==> src/kafq_pkg.sv <==
// Package for the keyframe-aware frame queue: sizes, codes, descriptor and result types.
// Used by kafq_ctrl and keyframe_aware_frame_queue; kafq_ram is generic and takes none of it.
package kafq_pkg;

	localparam int DEPTH = 16;
	localparam int IDX_W = (DEPTH > 1) ? $clog2(DEPTH) : 1;
	localparam int CNT_W = $clog2(DEPTH + 1);
	localparam int QDEPTH_W = 5;

	typedef logic [IDX_W-1:0] idx_t;
	typedef logic [CNT_W-1:0] cnt_t;

	localparam logic [31:0] DROP_MAX = 32'hFFFF_FFFF;

	// command kinds
	localparam logic [1:0] KIND_PUSH = 2'd0;
	localparam logic [1:0] KIND_POP = 2'd1;
	localparam logic [1:0] KIND_CLOSE = 2'd2;

	// answer status codes
	localparam logic [1:0] STAT_OK = 2'd0;
	localparam logic [1:0] STAT_BAD = 2'd1;
	localparam logic [1:0] STAT_EMPTY = 2'd2;
	localparam logic [1:0] STAT_CLOSED = 2'd3;

	// result kinds
	localparam logic RK_RELEASE = 1'b0;
	localparam logic RK_ANSWER = 1'b1;

	typedef enum logic [2:0] {
		S_IDLE,
		S_SCAN_RD,
		S_SCAN,
		S_EMIT_RD,
		S_EMIT,
		S_POP_RD,
		S_POP,
		S_ANS
	} state_t;

	typedef struct packed {
		logic [63:0] tstamp;
		logic        key;
		logic [31:0] length;
		logic [31:0] handle;
	} entry_t;

	typedef struct packed {
		logic [1:0]  kind;
		logic [31:0] handle;
		logic [31:0] length;
		logic        key;
		logic [63:0] tstamp;
	} cmd_t;

	typedef struct packed {
		logic                rkind;
		logic [1:0]          status;
		logic                accepted;
		logic [31:0]         handle;
		logic [31:0]         length;
		logic                keyf;
		logic [63:0]         tstamp;
		logic [QDEPTH_W-1:0] depth;
		logic [31:0]         dropped;
		logic                last;
	} res_t;

	function automatic idx_t nxt_idx(input idx_t i);
		nxt_idx = (i == idx_t'(DEPTH - 1)) ? '0 : i + idx_t'(1);
	endfunction

	function automatic logic [31:0] sat_inc(input logic [31:0] v);
		sat_inc = (v == DROP_MAX) ? v : v + 32'd1;
	endfunction

endpackage

==> src/keyframe_aware_frame_queue.sv <==
// Top level of the keyframe-aware frame queue: stream ports, output register, checks.
// Depends on kafq_pkg, kafq_ctrl and kafq_ram.
//
// Usage:
//  A command transaction enters on the s_axis side: push (a frame descriptor), pop or
//  close, selected by tuser. Each command gives zero or more release transactions
//  (descriptors dropped from the head on overflow, in drop order) and then one answer,
//  which carries tlast. Every result reports the depth and saturating drop count as
//  they stand after the whole command.
//  Timing: s_axis_tready is high only while the sequencer is idle. A push, close or empty
//  pop answer is formed, unless the push overflows, in the answer state entered on acceptance
//  and then passes the output register to m_axis; a pop that returns an entry first takes
//  a registered RAM read. A new command can be taken the cycle after the answer is formed.
//  An overflow push walks the ring through the single descriptor RAM read port: it reads
//  and counts each dropped entry, then reads each again to release it, then answers.
//  The result sits in one output register; while m_axis_tready is low the sequencer
//  holds and the next result waits, nothing is lost.
//  Reset empties the queue, clears the closed and dropping marks and the drop count;
//  descriptor storage needs no clearing since only held entries are read.
module keyframe_aware_frame_queue import kafq_pkg::*; (
	input  logic         clk,
	input  logic         arst_n,
	input  logic         s_axis_tvalid,
	output logic         s_axis_tready,
	input  logic [127:0] s_axis_tdata,  // buffer_handle, frame_length, timestamp_us
	input  logic [2:0]   s_axis_tuser,  // kind, is_keyframe
	output logic         m_axis_tvalid,
	input  logic         m_axis_tready,
	// status, accepted, out_handle, out_length, out_keyframe, out_timestamp,
	// queue_depth, dropped_count, zero pad
	output logic [175:0] m_axis_tdata,
	output logic [0:0]   m_axis_tuser,  // result_kind
	output logic         m_axis_tlast
);

	cmd_t cmd;
	res_t res, m_res_q;
	logic res_valid, slot_free, m_valid_q;

	assign cmd.kind = s_axis_tuser[1:0];
	assign cmd.key = s_axis_tuser[2];
	assign cmd.handle = s_axis_tdata[31:0];
	assign cmd.length = s_axis_tdata[63:32];
	assign cmd.tstamp = s_axis_tdata[127:64];

	assign slot_free = !m_valid_q || m_axis_tready;

	kafq_ctrl u_ctrl (
		.clk      (clk),
		.arst_n   (arst_n),
		.cmd_valid(s_axis_tvalid),
		.cmd_ready(s_axis_tready),
		.cmd      (cmd),
		.slot_free(slot_free),
		.res_valid(res_valid),
		.res      (res)
	);

	always_ff @(posedge clk or negedge arst_n) begin
		if (!arst_n) begin
			m_valid_q <= 1'b0;
		end else if (res_valid) begin
			m_valid_q <= 1'b1;
		end else if (m_axis_tready) begin
			m_valid_q <= 1'b0;
		end
	end

	always_ff @(posedge clk) begin
		if (res_valid) begin
			m_res_q <= res;
		end
	end

	assign m_axis_tvalid = m_valid_q;
	assign m_axis_tuser = m_res_q.rkind;
	assign m_axis_tlast = m_res_q.last;
	assign m_axis_tdata = {7'd0, m_res_q.dropped, m_res_q.depth, m_res_q.tstamp,
		m_res_q.keyf, m_res_q.length, m_res_q.handle, m_res_q.accepted, m_res_q.status};

	// results are only formed while no new command can be taken
	a_busy_when_emitting: assert property (@(posedge clk) disable iff (!arst_n)
		res_valid |-> !s_axis_tready)
		else $error("result formed while accepting commands");

	// only the answer closes a command's run of results
	a_last_is_answer: assert property (@(posedge clk) disable iff (!arst_n)
		m_valid_q |-> ((m_res_q.rkind == RK_ANSWER) == m_res_q.last))
		else $error("tlast does not match result kind");

	a_release_fields: assert property (@(posedge clk) disable iff (!arst_n)
		(m_valid_q && m_res_q.rkind == RK_RELEASE) |->
		(m_res_q.status == STAT_OK && !m_res_q.accepted))
		else $error("release carries answer fields");

	a_depth_bound: assert property (@(posedge clk) disable iff (!arst_n)
		m_valid_q |-> (m_res_q.depth <= QDEPTH_W'(DEPTH)))
		else $error("queue depth beyond capacity");

endmodule

==> src/kafq_ram.sv <==
// Generic single-write, single-read RAM with registered read data.
// No dependencies.
module kafq_ram #(
	parameter int WIDTH = 8,
	parameter int WORDS = 16
) (
	input  logic                                   clk,
	input  logic                                   we,
	input  logic [((WORDS > 1) ? $clog2(WORDS) : 1)-1:0] waddr,
	input  logic [WIDTH-1:0]                       wdata,
	input  logic [((WORDS > 1) ? $clog2(WORDS) : 1)-1:0] raddr,
	output logic [WIDTH-1:0]                       rdata
);

	logic [WIDTH-1:0] mem [WORDS];
	logic [WIDTH-1:0] rdata_q;

	always_ff @(posedge clk) begin
		if (we) begin
			mem[waddr] <= wdata;
		end
		rdata_q <= mem[raddr];
	end

	assign rdata = rdata_q;

endmodule

==> src/kafq_ctrl.sv <==
// Sequencer of the frame queue: ring pointers, drop walk and result generation.
// Depends on kafq_pkg and holds the descriptor store as a kafq_ram instance.
module kafq_ctrl import kafq_pkg::*; (
	input  logic   clk,
	input  logic   arst_n,
	input  logic   cmd_valid,
	output logic   cmd_ready,
	input  cmd_t   cmd,
	input  logic   slot_free,
	output logic   res_valid,
	output res_t   res
);

	state_t state_q, state_d;

	idx_t        head_q, tail_q, ptr_q;
	cnt_t        fill_q, drops_q;
	logic [31:0] drop_q;
	logic        closed_q, dropping_q;

	// pending answer and latched push payload
	logic [1:0]  ans_status_q;
	logic        ans_acc_q;
	logic        store_q;
	entry_t      wr_entry_q;

	entry_t rd_entry;
	logic   ram_we;
	logic   accept;
	logic   push_bad, push_skip, push_full, scan_more;

	assign accept = cmd_valid && cmd_ready;
	assign push_bad = (cmd.handle == 32'd0) || (cmd.length == 32'd0);
	// transactions that only answer: rejected, after close, or non-key while dropping
	assign push_skip = push_bad || closed_q || (dropping_q && !cmd.key);
	assign push_full = (fill_q == cnt_t'(DEPTH));
	// walk stops at a keyframe head or once every entry is gone
	assign scan_more = (drops_q != cnt_t'(DEPTH)) && !rd_entry.key;

	kafq_ram #(
		.WIDTH($bits(entry_t)),
		.WORDS(DEPTH)
	) u_store (
		.clk  (clk),
		.we   (ram_we),
		.waddr(tail_q),
		.wdata(wr_entry_q),
		.raddr(ptr_q),
		.rdata(rd_entry)
	);

	// next state
	always_comb begin
		state_d = state_q;
		case (state_q)
			S_IDLE: begin
				if (accept) begin
					case (cmd.kind)
						KIND_PUSH: state_d = (!push_skip && push_full) ? S_SCAN_RD : S_ANS;
						KIND_POP:  state_d = (fill_q != '0) ? S_POP_RD : S_ANS;
						default:   state_d = S_ANS;
					endcase
				end
			end
			S_SCAN_RD: state_d = S_SCAN;
			S_SCAN:    state_d = scan_more ? S_SCAN_RD : S_EMIT_RD;
			S_EMIT_RD: state_d = S_EMIT;
			S_EMIT: begin
				if (slot_free) begin
					state_d = (drops_q == cnt_t'(1)) ? S_ANS : S_EMIT_RD;
				end
			end
			S_POP_RD: state_d = S_POP;
			S_POP:    state_d = slot_free ? S_IDLE : S_POP;
			S_ANS:    state_d = slot_free ? S_IDLE : S_ANS;
			default:  state_d = S_IDLE;
		endcase
	end

	// outputs
	always_comb begin
		cmd_ready = (state_q == S_IDLE);
		ram_we = 1'b0;
		res_valid = 1'b0;
		res.rkind = RK_ANSWER;
		res.status = STAT_OK;
		res.accepted = 1'b0;
		res.handle = '0;
		res.length = '0;
		res.keyf = 1'b0;
		res.tstamp = '0;
		res.depth = QDEPTH_W'(fill_q);
		res.dropped = drop_q;
		res.last = 1'b1;
		case (state_q)
			S_EMIT: begin
				res_valid = slot_free;
				res.rkind = RK_RELEASE;
				res.handle = rd_entry.handle;
				res.length = rd_entry.length;
				res.keyf = rd_entry.key;
				res.tstamp = rd_entry.tstamp;
				res.last = 1'b0;
			end
			S_POP: begin
				res_valid = slot_free;
				res.handle = rd_entry.handle;
				res.length = rd_entry.length;
				res.keyf = rd_entry.key;
				res.tstamp = rd_entry.tstamp;
			end
			S_ANS: begin
				res_valid = slot_free;
				res.status = ans_status_q;
				res.accepted = ans_acc_q;
				ram_we = slot_free && store_q;
			end
			default: begin
			end
		endcase
	end

	always_ff @(posedge clk or negedge arst_n) begin
		if (!arst_n) begin
			state_q <= S_IDLE;
			head_q <= '0;
			tail_q <= '0;
			ptr_q <= '0;
			fill_q <= '0;
			drops_q <= '0;
			drop_q <= '0;
			closed_q <= 1'b0;
			dropping_q <= 1'b0;
			ans_status_q <= STAT_OK;
			ans_acc_q <= 1'b0;
			store_q <= 1'b0;
		end else begin
			state_q <= state_d;
			case (state_q)
				S_IDLE: begin
					if (accept) begin
						ans_status_q <= STAT_OK;
						ans_acc_q <= 1'b0;
						store_q <= 1'b0;
						case (cmd.kind)
							KIND_PUSH: begin
								if (push_bad) begin
									ans_status_q <= STAT_BAD;
								end else if (closed_q) begin
									ans_status_q <= STAT_OK;
								end else if (dropping_q && !cmd.key) begin
									drop_q <= sat_inc(drop_q);
								end else begin
									ans_acc_q <= 1'b1;
									store_q <= 1'b1;
									if (push_full) begin
										// first drop is certain; walk counts the rest
										dropping_q <= 1'b1;
										drops_q <= cnt_t'(1);
										drop_q <= sat_inc(drop_q);
										ptr_q <= nxt_idx(head_q);
									end else begin
										dropping_q <= 1'b0;
										fill_q <= fill_q + cnt_t'(1);
									end
								end
							end
							KIND_POP: begin
								if (fill_q != '0) begin
									fill_q <= fill_q - cnt_t'(1);
									ptr_q <= head_q;
									head_q <= nxt_idx(head_q);
								end else begin
									ans_status_q <= closed_q ? STAT_CLOSED : STAT_EMPTY;
								end
							end
							KIND_CLOSE: closed_q <= 1'b1;
							default: begin
							end
						endcase
					end
				end
				S_SCAN: begin
					if (scan_more) begin
						drops_q <= drops_q + cnt_t'(1);
						drop_q <= sat_inc(drop_q);
						ptr_q <= nxt_idx(ptr_q);
					end else begin
						// depth after the whole step, shown on every release
						fill_q <= fill_q - drops_q + cnt_t'(1);
						ptr_q <= head_q;
					end
				end
				S_EMIT: begin
					if (slot_free) begin
						drops_q <= drops_q - cnt_t'(1);
						head_q <= nxt_idx(head_q);
						ptr_q <= nxt_idx(ptr_q);
					end
				end
				S_ANS: begin
					if (slot_free && store_q) begin
						tail_q <= nxt_idx(tail_q);
					end
				end
				default: begin
				end
			endcase
		end
	end

	always_ff @(posedge clk) begin
		if (accept) begin
			wr_entry_q.handle <= cmd.handle;
			wr_entry_q.length <= cmd.length;
			wr_entry_q.key <= cmd.key;
			wr_entry_q.tstamp <= cmd.tstamp;
		end
	end

endmodule
==> config.mk <==
export PLATFORM = sky130hd
export DESIGN_NAME = keyframe_aware_frame_queue
export DESIGN_NICKNAME = d
export VERILOG_FILES = /design/src/kafq_pkg.sv /design/src/keyframe_aware_frame_queue.sv /design/src/kafq_ram.sv /design/src/kafq_ctrl.sv
export SDC_FILE = /design/constraint.sdc
export NUM_CORES = 2
export LEC_CHECK = 0
export BUFFER_PORTS_ARGS = -buffer_cell sky130_fd_sc_hd__buf_2
export CAP_MARGIN = 10
export CORE_UTILIZATION = 30
export CTS_CLUSTER_SIZE = 20
export DETAILED_ROUTE_END_ITERATION = 16
export SETUP_SLACK_MARGIN = 0.4
export SLEW_MARGIN = 40
export SYNTH_ARGS = -nofsm -noshare
export SYNTH_HDL_FRONTEND = slang
export SYNTH_SLANG_ARGS = --single-unit
export TNS_END_PERCENT = 20
==> constraint.sdc <==
create_clock -name clk -period 16.6 [get_ports clk]
set_clock_uncertainty 0.05 [all_clocks]
set_input_delay 3.32 -clock clk [delete_from_list [all_inputs] [get_ports clk]]
set_output_delay 3.32 -clock clk [all_outputs]
set_load 0.02 [all_outputs]
* Yosys cells after proc, flatten, opt, wreduce, memory -nomap -nowiden
Memory sizes are Yosys's and may differ from the RTL's. A register that Yosys moved wholly into a read port is not among the register bits.
Cells that the tools add are included.
** Cells by class
- Order comparisons :: 0
- Multipliers :: 0
- Bitwise gates (word level) :: 3
- Shift operators :: 0
- Div/mod/pow operators :: 0
- Reduce and logical (&&, ||, !) cells :: 34
- Eq/ne operators :: 35
- $add $sub $neg :: 10
- Multiplexer cells :: 71
** Operators with widths (number)
- $mux 32 :: 8
- $mux 5 :: 15
- $logic_not 32->1 :: 2
- $pmux 32 s2 :: 1
- $mux 4 :: 15
- $add 32x1->32 const B :: 1
- $eq 32x32->1 const B :: 1
- $reduce_and 9->1 :: 3
- $ne 3x3->1 const B :: 8
- $pmux 3 s8 :: 1
- $pmux 5 s2 :: 2
- $mux 3 :: 6
- $ne 2x2->1 const B :: 9
- $pmux 4 s2 :: 2
- $add 5x1->5 const B :: 3
- $pmux 5 s3 :: 1
- $mux 1 :: 14
- $add 4x1->4 const B :: 3
- $eq 3x3->1 const B :: 4
- $eq 4x4->1 const B :: 3
- $pmux 4 s3 :: 1
- $sub 5x1->5 const B :: 2
- $reduce_and 7->1 :: 1
- $eq 3x2->1 const B :: 2
- 26 further kinds :: 45
** Word-level totals
- Bits in latches :: 0
- Memory bits (writable) :: 2064
- Flip-flop bits (word level) :: 362
- Bits in read-only memories :: 0
- Memories kept :: 1
- Word-level logic and storage cells :: 179
** Memories
- u_ctrl.u_store.mem :: words 16, bits a word 129, rd ports 1, clocked after Yosys merged registers in 1, wr ports 1, line kafq_ram.sv:15 : logic [WIDTH-1:0] mem [WORDS];

* Depth between registers and ports, before layout
- Depth in word-level cells :: 10
- Mapped depth :: 10
- Gate-level depth less buffers :: 10

* By module
A second synthesis with hierarchy kept.
** Second synthesis, totals
- Cell total of the unflattened synthesis :: 4252
- Area total of the unflattened synthesis :: 94281.7 µm²
** By module, submodules not included
- kafq_ram :: instances 1, area each 80314.5 µm², cells each 3370, sequential area each 64561.9 µm²
- kafq_ctrl :: instances 1, area each 8728.4 µm², cells each 700, sequential area each 5425.2 µm²
- keyframe_aware_frame_queue :: instances 1, area each 5238.8 µm², cells each 182, sequential area each 5159.9 µm²

* Least setup slack after synthesis
No wires, ideal clock.
- Kind :: input to register
- Start :: input m_axis_tready
- End :: memory u_ctrl.u_store.mem[3][0] (netlist bit), enable pin
- Stages on the path :: 5
- Path slack :: 2.998 ns
- Path buffers :: 1
- Arrival time :: 12.777 ns
- Required time :: 15.775 ns
- Cells stage by stage :: nand2b_1 -> and3_1 -> clkbuf_1 -> nand2_1 -> nor3_1
** On the way
- Word-level cells in the longest chain between the ends :: 5
** RTL lines
- start: declaration :: line keyframe_aware_frame_queue.sv:28 : input logic m_axis_tready,
- $logic_or 1x1->1 :: line keyframe_aware_frame_queue.sv:46 : assign slot_free = !m_valid_q || m_axis_tready;
- $logic_and 1x1->1 :: line kafq_ctrl.sv:116 : ram_we = slot_free && store_q;
- $mux 1 :: line kafq_ctrl.sv:95 : case (state_q)
- $mux 1 :: line kafq_ram.sv:19 : if (we) begin
- $mux 1 (not written as such) :: line kafq_ram.sv:20 : mem[waddr] <= wdata;
- end: declaration :: line kafq_ram.sv:15
No other way between the ends.

* Final worst setup path
- Start :: input m_axis_tready
- End :: memory u_ctrl.u_store.mem[3][30] (netlist bit), enable pin
The elaborated chain is that of the path after synthesis.

==> flow_summary.json <==
{
  "max-slew-margin-rel_pct": 43.40,
  "yosys.cell_types.count": 69,
  "grt_pass1_vias": 47850,
  "synth_area_um2": 94940,
  "ios": 315,
  "syn2layout_area_growth_pct": 17.45,
  "cts-resized-gates": 0,
  "cp-start-kind": "primary input",
  "hpwl_mm": 135.3,
  "synthArstFlopShare_pct": 2.466,
  "drtIter0Drc": 4697,
  "dp_cells": 9062,
  "grt-ovfl-total": 0,
  "fin_crit_ns": 5.814,
  "crit_family": "buffers and inverters",
  "core_area_um2": 315000,
  "cts_sinks": 2555,
  "die-width_um": 564.5,
  "period_share_pct": 35.02,
  "worst_slew_pin_slew_ns": 0.8489,
  "status": "finished, final reports clean",
  "numPortBuffers": 307,
  "rsz0062_at_grt": "false",
  "wirelength_mm": 244.1,
  "p_comb_share_pct": 21.5,
  "crit_fanout": 63,
  "finalSetupTns_ns": 0,
  "min_path_type": "reg2reg",
  "fin_hold_ws_ns": 0.4398,
  "swShare_pct": 30.00,
  "rows": 206,
  "route.met2.wl_mm": 113.6,
  "ys_seq_area_share_pct": 79.12,
  "powerDensity_nw_per_um2": 163.6,
  "arrival_ns": 6.24,
  "postCtsSetupRepairBufs": 0,
  "crit_type": "in2reg",
  "drc": 0,
  "postCtsHoldBufs": 0,
  "routed_via_density": 4.944,
  "hold_viol": 0,
  "end_kind": "register",
  "vias": 47400,
  "cts_tree": "yes",
  "drive_above_1_share_pct": 20.88,
  "rrSetupSlack_ns": 12.03,
  "routedLengthMet1_mm": 108.6,
  "crit_slowest_cell": "buf_4",
  "wire_per_inst_um": 25.47,
  "yosys_register_bits": 2555,
  "cts_max_path_buffers": 4,
  "highest_layer": "met5",
  "power.switching_mw": 5.472,
  "ir_worst_vdd_v": 0.0001724,
  "crit_buf_inv": 4,
  "leakage_nw": 36.20,
  "ys_dominant_reg_cell": "edfxtp_1",
  "seqPwrFrac_pct": 44.9,
  "antenna_found_initial": 34,
  "synth-edff-count": 2363,
  "cts_root_buf": "clkbuf_16",
  "ant_nets": 0,
  "firstDrtPassIters": 5,
  "intPower_mw": 12.77,
  "max_stage_delay_ns": 0.62,
  "nets": 5354,
  "gp_congestion": 0.7759,
  "yosysWarnings": 0,
  "htree_levels": 5,
  "avgSynthCellArea_um2": 19.98,
  "max_clock_freq_mhz": 172.0,
  "p_clk_share_pct": 33.6,
  "drv_cap": 0,
  "grtUsageTotal_pct": 15.00,
  "clk_latency_ns": 0.88,
  "initial_utilization_pct": 30.14,
  "setup_viol": 0,
  "most-common-layout-cells": "edfxtp_1 (2363), mux2i_1 (510), buf_2 (307)",
  "required_ns": 17.03,
  "cts_inserted_buffers": 280,
  "clkTransAtPathRegs_ns": 0.06,
  "fin_cells": 9586,
  "dr_wl_met3_mm": 16.33,
  "grt_max_degree": 101,
  "final_common_cell": "edfxtp_1",
  "grt_pass1_wl_mm": 347.6,
  "syn_inst": 4752,
  "fillCellCount": 29050,
  "dieArea_um2": 318700,
  "finalMaxSlewViolations": 0,
  "cp_cell_sequence": "buf_2 -> nand2b_1 -> and3_1 -> nand2_1 -> nor3_2 -> buf_12 -> buf_16 -> buf_4",
  "dieHeight_um": 564.5
}
-- synth_stat cells (21+ instances only) --
cell      count  share of area, %
buf_2        46              0.24
a21oi_1      25              0.13
mux4_2      264               6.3
nand2_1     174              0.69
nand3_1      31              0.16
dfrtp_1      63               1.7
ha_1         21              0.28
nor3_1       22              0.12
nor2_1       32              0.13
inv_1        23             0.091
mux2i_1     510               5.4
a221oi_1    256               2.4
edfxtp_1   2363                75
a22oi_1     126               1.0
clkbuf_1    162              0.64
xnor2_1      25              0.23
nor4_1       22              0.14
dfxtp_1     129               2.7
buf_1        35              0.14
o21ai_0     147              0.77
and2_1      137              0.90
-- metrics by stage --
stage	utilization (%)	cell area, um^2	setup slack (ns)	power [mW]
detailed placement	32.43	102100	9.928	12.29
finish	35.40	111500	10.79	18.24
global route	35.40	111500	10.67	19.03
CTS	35.32	111200	10.85	18.47
global placement	32.24	101500	9.595	12.24
floorplan	-	94960	2.998	10.80
-- power by group through the flow --
stage               Combinational (mW)  Clock [mW]  Sequential, mW
global route                      4.24        6.54            8.25
finish                            3.92        6.14            8.18
CTS                               3.97        6.29            8.21
global placement                  3.92           0            8.33
floorplan                         2.49           0            8.31
detailed placement                3.95           0            8.33
-- metal layers --
layer | track usage [%] | up-vias
met5 | 0 | -
met4 | 3.897 | 20
met3 | 2.665 | 316
met2 | 23.94 | 1639
met1 | 21.08 | 25020
li1 | - | 20410
-- worst reg2reg max path, stage by stage, from the launching register on --
cell	delay, ns
dfrtp_1	0.70
inv_1	0.26
nor3_1	0.55
and3_1	0.55
nand2_1	0.35
nor3_2	0.27
buf_12	0.32
buf_16	0.33
buf_4	0.82
-- sequential cells by signal (all words and copies together) (netlist names), 2 cells and up --
name                  flops
m_axis_tdata            169
u_ctrl.ans_status_q       2
u_ctrl.drop_q            32
u_ctrl.drops_q            5
u_ctrl.fill_q             5
u_ctrl.head_q             4
u_ctrl.ptr_q              4
u_ctrl.state_q            3
u_ctrl.tail_q             4
u_ctrl.u_store.mem     2064
u_ctrl.u_store.rdata    129
u_ctrl.wr_entry_q       129
-- path summary, 6_finish.rpt --
kind                                         from                        end  cells after the start
max in group asynchronous                  arst_n            u_ctrl.closed_q                      3
max                                 m_axis_tready  u_ctrl.u_store.mem[3][30]                      8
min                        u_ctrl.ans_status_q[0]     u_ctrl.ans_status_q[0]                      2
min in group asynchronous                  arst_n          u_ctrl.drop_q[12]                      2
min reg2reg                u_ctrl.ans_status_q[0]     u_ctrl.ans_status_q[0]                      2
max reg2reg                     u_ctrl.state_q[0]  u_ctrl.u_store.mem[3][30]                      8
-- kinds of logic (layout without fill, tap and decap cells) --
family                   after synthesis  count (layout)  synth area share [%]
flip-flops                          2555            2555                 79.12
buffers and inverters                275             938                 1.183
adder cells (fa/ha/maj)               23              23                0.3189
other                                  1              12              0.003950
AND/OR/NAND/NOR                      481             481                 2.652
AO/OA/AOI/OAI                        599             599                 4.652
XOR/XNOR                              39              39                0.3677
multiplexers                         779             779                 11.70
-- layout make-up --
cell class / count / area [um^2] / share of cell area, %
Clock inverter: 139 / 1498 / 1.343
Tap cell: 4160 / 5205 / 4.668
Multi-Input combinational cell: 1928 / 18880 / 16.94
Antenna cell: 5 / 12.51 / 0.01122
Timing Repair Buffer: 408 / 3065 / 2.749
Clock buffer: 368 / 7605 / 6.820
Inverter: 23 / 98.84 / 0.08865
Sequential cell: 2555 / 75130 / 67.38
(Power assumes the default switching activity.)
